**src/rtl/kss_pkg.sv**
```systemverilog
// kss_pkg: shared constants, codes and types of the knot span search block
// used by kss_knot_ram, kss_search_ctrl and knot_span_search
// no dependencies
package kss_pkg;

    localparam int MAX_KNOTS = 64;
    localparam int IDX_W     = $clog2(MAX_KNOTS);   // store address width
    localparam int SIDX_W    = IDX_W + 1;           // search index, reaches MAX_KNOTS
    localparam int KNOT_W    = 32;
    localparam int DEG_W     = 4;
    localparam int CNT_W     = 7;
    localparam int SPAN_W    = 6;
    localparam int STATUS_W  = 2;
    localparam int CFG_IDX_W = 1;
    localparam int CFG_W     = 7;

    // item modes
    localparam logic MODE_WRITE = 1'b0;
    localparam logic MODE_QUERY = 1'b1;

    // result status codes
    localparam logic [STATUS_W-1:0] STATUS_FOUND   = 2'd0;
    localparam logic [STATUS_W-1:0] STATUS_WRITTEN = 2'd1;
    localparam logic [STATUS_W-1:0] STATUS_BAD_CFG = 2'd2;

    // configuration register indexes
    localparam logic [CFG_IDX_W-1:0] REG_DEGREE     = 1'd0;
    localparam logic [CFG_IDX_W-1:0] REG_KNOT_COUNT = 1'd1;

    // knot store access from the sequencer
    typedef struct packed {
        logic                  wr_en;
        logic [IDX_W-1:0]      wr_addr;
        logic [KNOT_W-1:0]     wr_data;
        logic [SIDX_W-1:0]     rd_addr_a;
        logic [SIDX_W-1:0]     rd_addr_b;
    } kss_ram_req_t;

endpackage

```
**src/rtl/knot_span_search.sv**
```systemverilog
// knot_span_search: top level of the knot span search block
// holds configuration registers and the output register
// depends on kss_pkg, kss_knot_ram, kss_search_ctrl
//
// usage
// - input channel (in_valid/in_ready) carries one transaction per item:
//   mode 0 stores param_value as knot knot_index, mode 1 looks up the
//   span of param_value in the sorted knot vector
// - output channel (out_valid/out_ready) returns one transaction per item:
//   span_index and status (0 found, 1 written, 2 bad configuration)
// - cfg_wr_en writes cfg_data into register cfg_index (0 degree,
//   1 knot_count); write only while no item is in flight
// - sequence: a write or a flagged query goes from acceptance to ST_DONE
//   and then through the output register to out_valid; a query passes
//   ST_EDGE for the edge checks, then ST_SEARCH once per binary search step
// - one item is worked at a time (in_ready only in ST_IDLE); each search
//   step waits on the registered read
// - the output register lets the next item be accepted while a result
//   waits; when the receiver stalls, at most one more result is finished
//   and then in_ready stays low until the output register drains
// - reset clears control state and sets degree 3, knot_count 8; the knot
//   store is not cleared and a knot must be written before it is searched
module knot_span_search (
    input  logic                            clk,
    input  logic                            rst_n,
    // configuration write port
    input  logic                            cfg_wr_en,
    input  logic [kss_pkg::CFG_IDX_W-1:0]   cfg_index,
    input  logic [kss_pkg::CFG_W-1:0]       cfg_data,
    // input channel
    input  logic                            in_valid,
    output logic                            in_ready,
    input  logic                            mode,
    input  logic [kss_pkg::IDX_W-1:0]       knot_index,
    input  logic [kss_pkg::KNOT_W-1:0]      param_value,
    // output channel
    output logic                            out_valid,
    input  logic                            out_ready,
    output logic [kss_pkg::SPAN_W-1:0]      span_index,
    output logic [kss_pkg::STATUS_W-1:0]    status
);

    logic [kss_pkg::DEG_W-1:0]      degree_reg;
    logic [kss_pkg::CNT_W-1:0]      knot_count_reg;

    logic                           out_valid_reg;
    logic [kss_pkg::SPAN_W-1:0]     span_index_reg;
    logic [kss_pkg::STATUS_W-1:0]   status_reg;

    kss_pkg::kss_ram_req_t          ram_req;
    logic [kss_pkg::KNOT_W-1:0]     rd_data_a;
    logic [kss_pkg::KNOT_W-1:0]     rd_data_b;

    logic                           res_valid;
    logic                           res_ready;
    logic [kss_pkg::SPAN_W-1:0]     res_span;
    logic [kss_pkg::STATUS_W-1:0]   res_status;

    // configuration registers, values masked to register width
    always_ff @(posedge clk or negedge rst_n)
    begin
        if (!rst_n)
        begin
            degree_reg     <= kss_pkg::DEG_W'(3);
            knot_count_reg <= kss_pkg::CNT_W'(8);
        end
        else if (cfg_wr_en)
        begin
            unique case (cfg_index)
                kss_pkg::REG_DEGREE:     degree_reg     <= cfg_data[kss_pkg::DEG_W-1:0];
                kss_pkg::REG_KNOT_COUNT: knot_count_reg <= cfg_data[kss_pkg::CNT_W-1:0];
                default:
                begin
                end
            endcase
        end
    end

    // knot store
    kss_knot_ram u_ram (
        .clk       (clk),
        .req       (ram_req),
        .rd_data_a (rd_data_a),
        .rd_data_b (rd_data_b)
    );

    // sequencer: writes, edge checks and the search loop
    kss_search_ctrl u_ctrl (
        .clk         (clk),
        .rst_n       (rst_n),
        .in_valid    (in_valid),
        .in_ready    (in_ready),
        .mode        (mode),
        .knot_index  (knot_index),
        .param_value (param_value),
        .degree      (degree_reg),
        .knot_count  (knot_count_reg),
        .ram_req     (ram_req),
        .rd_data_a   (rd_data_a),
        .rd_data_b   (rd_data_b),
        .res_valid   (res_valid),
        .res_ready   (res_ready),
        .res_span    (res_span),
        .res_status  (res_status)
    );

    // output register: takes a result when empty or being drained
    assign res_ready = !out_valid_reg || out_ready;

    always_ff @(posedge clk or negedge rst_n)
    begin
        if (!rst_n)
        begin
            out_valid_reg <= 1'b0;
        end
        else if (res_ready)
        begin
            out_valid_reg <= res_valid;
        end
    end

    always_ff @(posedge clk)
    begin
        if (res_ready && res_valid)
        begin
            span_index_reg <= res_span;
            status_reg     <= res_status;
        end
    end

    assign out_valid  = out_valid_reg;
    assign span_index = span_index_reg;
    assign status     = status_reg;

endmodule

```
**src/rtl/kss_knot_ram.sv**
```systemverilog
// kss_knot_ram: knot store, one write port and two registered read ports
// reads at an index past the store give zero
// depends on kss_pkg
module kss_knot_ram (
    input  logic                        clk,
    input  kss_pkg::kss_ram_req_t       req,
    output logic [kss_pkg::KNOT_W-1:0]  rd_data_a,
    output logic [kss_pkg::KNOT_W-1:0]  rd_data_b
);

    logic [kss_pkg::KNOT_W-1:0] mem [kss_pkg::MAX_KNOTS];
    logic [kss_pkg::KNOT_W-1:0] data_a_reg;
    logic [kss_pkg::KNOT_W-1:0] data_b_reg;
    logic                       zero_a_reg;
    logic                       zero_b_reg;

    always_ff @(posedge clk)
    begin
        if (req.wr_en)
        begin
            mem[req.wr_addr] <= req.wr_data;
        end
        data_a_reg <= mem[req.rd_addr_a[kss_pkg::IDX_W-1:0]];
        data_b_reg <= mem[req.rd_addr_b[kss_pkg::IDX_W-1:0]];
        zero_a_reg <= req.rd_addr_a[kss_pkg::IDX_W];
        zero_b_reg <= req.rd_addr_b[kss_pkg::IDX_W];
    end

    assign rd_data_a = zero_a_reg ? '0 : data_a_reg;
    assign rd_data_b = zero_b_reg ? '0 : data_b_reg;

endmodule

```
**src/rtl/kss_search_ctrl.sv**
```systemverilog
// kss_search_ctrl: item sequencer, knot writes, edge checks and binary search
// drives the knot store read and write ports
// depends on kss_pkg
module kss_search_ctrl (
    input  logic                            clk,
    input  logic                            rst_n,
    input  logic                            in_valid,
    output logic                            in_ready,
    input  logic                            mode,
    input  logic [kss_pkg::IDX_W-1:0]       knot_index,
    input  logic [kss_pkg::KNOT_W-1:0]      param_value,
    input  logic [kss_pkg::DEG_W-1:0]       degree,
    input  logic [kss_pkg::CNT_W-1:0]       knot_count,
    output kss_pkg::kss_ram_req_t           ram_req,
    input  logic [kss_pkg::KNOT_W-1:0]      rd_data_a,
    input  logic [kss_pkg::KNOT_W-1:0]      rd_data_b,
    output logic                            res_valid,
    input  logic                            res_ready,
    output logic [kss_pkg::SPAN_W-1:0]      res_span,
    output logic [kss_pkg::STATUS_W-1:0]    res_status
);

    localparam logic [1:0] ST_IDLE   = 2'd0;
    localparam logic [1:0] ST_EDGE   = 2'd1;
    localparam logic [1:0] ST_SEARCH = 2'd2;
    localparam logic [1:0] ST_DONE   = 2'd3;

    localparam int SIDX_W = kss_pkg::SIDX_W;

    logic [1:0]                     state_reg,  state_next;
    logic [kss_pkg::KNOT_W-1:0]     u_reg,      u_next;
    logic [SIDX_W-1:0]              deg_reg,    deg_next;
    logic [SIDX_W-1:0]              dof_reg,    dof_next;
    logic [SIDX_W-1:0]              low_reg,    low_next;
    logic [SIDX_W-1:0]              high_reg,   high_next;
    logic [SIDX_W-1:0]              mid_reg,    mid_next;
    logic [kss_pkg::SPAN_W-1:0]     span_reg,   span_next;
    logic [kss_pkg::STATUS_W-1:0]   status_reg, status_next;

    logic                           accept;
    logic                           cfg_bad;
    logic [SIDX_W-1:0]              dof_now;
    logic [SIDX_W-1:0]              deg_now;
    logic [SIDX_W-1:0]              min_count;
    logic [SIDX_W:0]                mid_sum;
    logic [SIDX_W-1:0]              range;
    logic                           u_below_a;
    logic                           u_below_b;
    logic                           u_le_b;
    logic [SIDX_W-1:0]              rd_addr;

    assign accept   = in_valid && in_ready;
    assign in_ready = (state_reg == ST_IDLE);

    // configuration check and degrees of freedom
    assign deg_now   = SIDX_W'(degree);
    assign dof_now   = knot_count - deg_now - SIDX_W'(1);
    assign min_count = {deg_now[SIDX_W-2:0], 1'b0} + SIDX_W'(2);
    assign cfg_bad   = (knot_count > SIDX_W'(kss_pkg::MAX_KNOTS)) || (knot_count < min_count);

    assign u_below_a = $signed(u_reg) < $signed(rd_data_a);
    assign u_below_b = $signed(u_reg) < $signed(rd_data_b);
    assign u_le_b    = !($signed(u_reg) > $signed(rd_data_b));
    assign range     = high_reg - low_reg;

    always_comb
    begin
        state_next  = state_reg;
        u_next      = u_reg;
        deg_next    = deg_reg;
        dof_next    = dof_reg;
        low_next    = low_reg;
        high_next   = high_reg;
        mid_next    = mid_reg;
        span_next   = span_reg;
        status_next = status_reg;
        mid_sum     = '0;

        unique case (state_reg)
            ST_IDLE:
            begin
                if (accept)
                begin
                    u_next   = param_value;
                    deg_next = deg_now;
                    dof_next = dof_now;
                    if (mode == kss_pkg::MODE_WRITE)
                    begin
                        span_next   = '0;
                        status_next = kss_pkg::STATUS_WRITTEN;
                        state_next  = ST_DONE;
                    end
                    else if (cfg_bad)
                    begin
                        span_next   = '0;
                        status_next = kss_pkg::STATUS_BAD_CFG;
                        state_next  = ST_DONE;
                    end
                    else
                    begin
                        status_next = kss_pkg::STATUS_FOUND;
                        state_next  = ST_EDGE;
                    end
                end
            end
            ST_EDGE:
            begin
                // port a holds knot[dof], port b holds knot[degree]
                if (!u_below_a)
                begin
                    span_next  = kss_pkg::SPAN_W'(dof_reg - SIDX_W'(1));
                    state_next = ST_DONE;
                end
                else if (u_le_b)
                begin
                    span_next  = kss_pkg::SPAN_W'(deg_reg);
                    state_next = ST_DONE;
                end
                else
                begin
                    low_next   = '0;
                    high_next  = dof_reg + SIDX_W'(1);
                    mid_sum    = {1'b0, high_next};
                    mid_next   = mid_sum[SIDX_W:1];
                    state_next = ST_SEARCH;
                end
            end
            ST_SEARCH:
            begin
                // port a holds knot[mid], port b holds knot[mid+1]
                if ((!u_below_a && u_below_b) || (range <= SIDX_W'(1)))
                begin
                    span_next  = kss_pkg::SPAN_W'(mid_reg);
                    state_next = ST_DONE;
                end
                else
                begin
                    if (u_below_a)
                    begin
                        high_next = mid_reg;
                    end
                    else
                    begin
                        low_next = mid_reg;
                    end
                    mid_sum  = {1'b0, low_next} + {1'b0, high_next};
                    mid_next = mid_sum[SIDX_W:1];
                end
            end
            ST_DONE:
            begin
                if (res_ready)
                begin
                    state_next = ST_IDLE;
                end
            end
            default:
            begin
                state_next = ST_IDLE;
            end
        endcase
    end

    // read the edge knots in idle, else the knots at the next search point
    always_comb
    begin
        rd_addr = mid_next;
        ram_req.wr_en     = accept && (mode == kss_pkg::MODE_WRITE);
        ram_req.wr_addr   = knot_index;
        ram_req.wr_data   = param_value;
        if (state_reg == ST_IDLE)
        begin
            ram_req.rd_addr_a = dof_now;
            ram_req.rd_addr_b = deg_now;
        end
        else
        begin
            ram_req.rd_addr_a = rd_addr;
            ram_req.rd_addr_b = rd_addr + SIDX_W'(1);
        end
    end

    always_ff @(posedge clk or negedge rst_n)
    begin
        if (!rst_n)
        begin
            state_reg <= ST_IDLE;
        end
        else
        begin
            state_reg <= state_next;
        end
    end

    always_ff @(posedge clk)
    begin
        u_reg      <= u_next;
        deg_reg    <= deg_next;
        dof_reg    <= dof_next;
        low_reg    <= low_next;
        high_reg   <= high_next;
        mid_reg    <= mid_next;
        span_reg   <= span_next;
        status_reg <= status_next;
    end

    assign res_valid  = (state_reg == ST_DONE);
    assign res_span   = span_reg;
    assign res_status = status_reg;

endmodule

```
**config.mk**
```make
export PLATFORM = sky130hd
export DESIGN_NAME = knot_span_search
export DESIGN_NICKNAME = d
export VERILOG_FILES = /design/src/rtl/kss_pkg.sv /design/src/rtl/knot_span_search.sv /design/src/rtl/kss_knot_ram.sv /design/src/rtl/kss_search_ctrl.sv
export SDC_FILE = /design/constraint.sdc
export NUM_CORES = 2
export LEC_CHECK = 0
export BUFFER_PORTS_ARGS = -buffer_cell sky130_fd_sc_hd__buf_2
export CORE_UTILIZATION = 38
export CTS_CLUSTER_DIAMETER = 80
export DETAILED_ROUTE_END_ITERATION = 10
export RECOVER_POWER = 100
export SETUP_SLACK_MARGIN = 0.5
export SLEW_MARGIN = 0
export SYNTH_ARGS = -nofsm -noshare
export SYNTH_HDL_FRONTEND = slang
export SYNTH_SLANG_ARGS = --single-unit
```
**constraint.sdc**
```tcl
create_clock -name clk -period 8.77 [get_ports clk]
set_input_delay 0 -clock clk [delete_from_list [all_inputs] [get_ports clk]]
set_output_delay 0 -clock clk [all_outputs]
set_load 0.02 [all_outputs]
```
==> results.toml <==
[outcome]
status = "finished with violations"
violations = "max-capacitance violations, max-slew violations"

[floorplan]
ios = 62
core_area_um2 = 269000
die_height_um = 523
die_area_um2 = 273000
die_w_um = 523
start_util_pct = 38.3
fp-row-count = 190

[yosys]
ys_ff_latch = 2208
syn_inst = 5505
synthTopCellsByArea = "edfxtp_1 (62%), mux4_2 (22%), mux2i_1 (2.3%)"
synth_warnings = 0
ys_seq_area_share_pct = 63.6
synthesis.area_um2 = 103000
synth_top_area_share_pct = 61.8
synth_area_leader_cell = "edfxtp_1"
synth-edff-count = 2121
syn_avg_cell_area_um2 = 18.7
syn_nets = 5651
async_flop_share_pct = 0.634
synth_cell_types = 80
synth_flop_cell = "edfxtp_1"

[worst_hold_path]
min-delay-path-class = "in -> reg"

[finish]
seq_area_um2 = 65500
drive_above_1_share_pct = 28.7
final_nets = 5817
largest_register_ffs = 2048
regMostFlops = "u_ram.mem"
multiInputGateArea_um2 = 36000
syn2layout_area_growth_pct = 13.4
nFillCells = 23100

[timing]
rsz0062_at_grt = "false"
report.final.slew_viol_count = 3939
worst_pin_slew_ns = 4.18
relSlewSlack_pct = -178
tns_ns = 0
finalHoldViolCount = 0
skew_ns = 0.0925
max_freq_ghz = 0.121
finalSetupViolations = 0
post-route-period-util_pct = 94.0
fin_crit_ns = 8.25

[route]
num_vias = 60300
drtIter0Drc = 8007
routed_wl_um = 330000
vias_per_cell = 6.38
drt.antenna.violating_nets = 0
post_drt_wl_per_cell_um = 34.9
dr.pass1.iters = 6
drc = 0

[clock_network]
clk_pin_slew_ns = 0.06
cts_root_buffer = "clkbuf_16"
cts_made_buffers = 232
clock_sinks = 2208
cts_tree = "built"
clk_latency_ns = 0.91
ctsHtreeMaxLevel = 4
clock_path_buffers = 3
cts_setup_buffers = 0

[worst_setup_path]
worstPathMaxFanout = 44
endpoint_kind = "register"
cp_num_buf_inv = 3
worstPathCellList = "nand2b_1, ha_1, and4_1, and4_1, and2_0, a21bo_1, nand4_1, o21ai_0, o22ai_1, a22oi_1, inv_1, ha_1, mux2_8, buf_12, buf_4, mux4_2, a21oi_1, a22oi_1, mux2i_1, mux2i_1"
slowest_delay_ns = 1.12
criticalPathCategory = "reg -> reg"
cp_data_required_time_ns = 9.50
start_kind = "register"
critPathTopFamily = "compound AO/OA/AOI/OAI gates"
cp.arrival_ns = 8.97
slowest_stage = "o21ai_0"

[placement]
gp_congestion = 0.869
port_buffers = 61
place_hpwl_um = 184000

[global_route]
track_usage_pct = 24.0
overflow = 0
grt_start_max_net_pins = 108
antenna_found_initial = 28
grt_pass1_vias = 60200
grt_pass1_wl_um = 461000

[job]
maxCapViolCount = 102
cell families after synthesis:
family                     Yosys count  synth area share [%]
adders and majority gates           94                  1.16
buffers and inverters              446                  1.93
and+or+nand+nor                    764                  3.69
AOI/OAI and AO/OA                  672                  4.39
muxes                             1297                  25.0
xor gates and xnor gates            24                 0.204
DFF                               2208                  63.6
cell usage in the layout, fill, tap and decap left out, types with 41 or more instances in the layout:
master         synthesis  routed
edfxtp_1            2121    2121
mux4_2              1020    1020
nand2_1              249     245
clkbuf_16              0     233
mux2i_1              235     228
nand2b_1             199     199
a22oi_1              197     197
a21oi_1              166     167
clkbuf_1             236     127
ha_1                  91      91
buf_4                 24      85
nor2_1               121      77
a31oi_1               73      72
dfxtp_1               73      72
dlygate4sd3_1          0      67
o22ai_1               66      66
buf_12                 0      49
nor3_1                47      47
clkinv_1               1      47
nor2_4                 0      45
nand3_1               44      44
clkinv_2               0      42
mux2_2                42      41
through the flow:
stage,instances,util (%),setup WS [ns],cell area (um2),hold slack (ns)
global placement,8921,40.5,0.719,109000,-0.0821
finish,9446,43.5,0.523,117000,0.123
global route,9440,43.5,0.320,117000,0.151
floorplan,5505,-,2.45,103000,-0.296
CTS,9430,43.6,0.658,117000,0.0617
detailed placement,8921,40.5,0.576,109000,-0.0701
timing repair:
| item | 4_1_cts | 5_1_grt |
|---|---|---|
| gates resized for setup | 1 | 3 |
| hold endpoints to repair | 2117 | 0 |
| endpoints found under the setup margin | 1 | 14 |
| hold buffers | 67 | 0 |
final timing paths:
kind | startpoint | to | slack, ns | depth (start not counted)
max in group asynchronous | rst_n | knot_count_reg[1]$_DFFE_PN0P_ | 8.08 | 3
min in group asynchronous | rst_n | degree_reg[3]$_DFFE_PN0P_ | 0.24 | 3
worst min-delay path | in_valid | u_ctrl.state_reg[1]$_DFFE_PN0P_ | 0.12 | 4
worst max-delay path | u_ram.zero_b_reg$_SDFF_PP0_ | u_ram.data_b_reg[20]$_DFF_P_ | 0.52 | 20
worst min register to register | u_ctrl.res_status[0]$_SDFFCE_PN1P_ | status[0]$_DFFE_PP_ | 0.42 | 0
worst max register to register | u_ram.zero_b_reg$_SDFF_PP0_ | u_ram.data_b_reg[20]$_DFF_P_ | 0.52 | 20
synth_stat cells, drive strengths merged, types with 3 or more instances:
master and count:
mux2i 235, nand2b 199, clkbuf 236, buf 169
mux2 42, xor2 8, o21ai 40, xnor2 16
o22ai 66, o21a 4, and2 13, dfstp 3
or3 4, o211ai 9, nand2 249, a21o 7
inv 40, a22oi 197, mux4 1020, nor3 49
nor4 6, edfxtp 2121, nor2 122, a32oi 7
a211oi 40, a21oi 167, fa 3, o22a 33
ha 91, nand3 44, a31oi 73, dfrtp 11
and4 6, nand3b 4, and3 5, nor2b 40
dfxtp 73, a2111oi 3, nand4 12, nor3b 3
metal layers:
metal	vias up	wire length, um	GRT usage [%]
li1	23700	-	-
met1	32500	129000	32.1
met2	3453	154000	37.8
met3	610	35800	6.54
met4	12	11100	7.89
met5	-	78	0
layout make-up:
class	count	share of cell area [%]
clock inverters	147	1.45
inverters	41	0.132
well taps	3552	3.80
multi-input cells	2851	30.8
repair buffers	337	2.47
clock buffers	295	5.28
flip-flops and latches	2208	56.1
diodes	15	0.0321
tightest hold or removal path, stage by stage:
cell and delay, ns:
dlygate4sd3_1 0.51, buf_2 0.13, o221a_2 0.23, o21ai_0 0.08
Power is left out: the tool's default activity adds up to more than one toggle a clock period on the data nets, which glitch-free logic cannot reach.
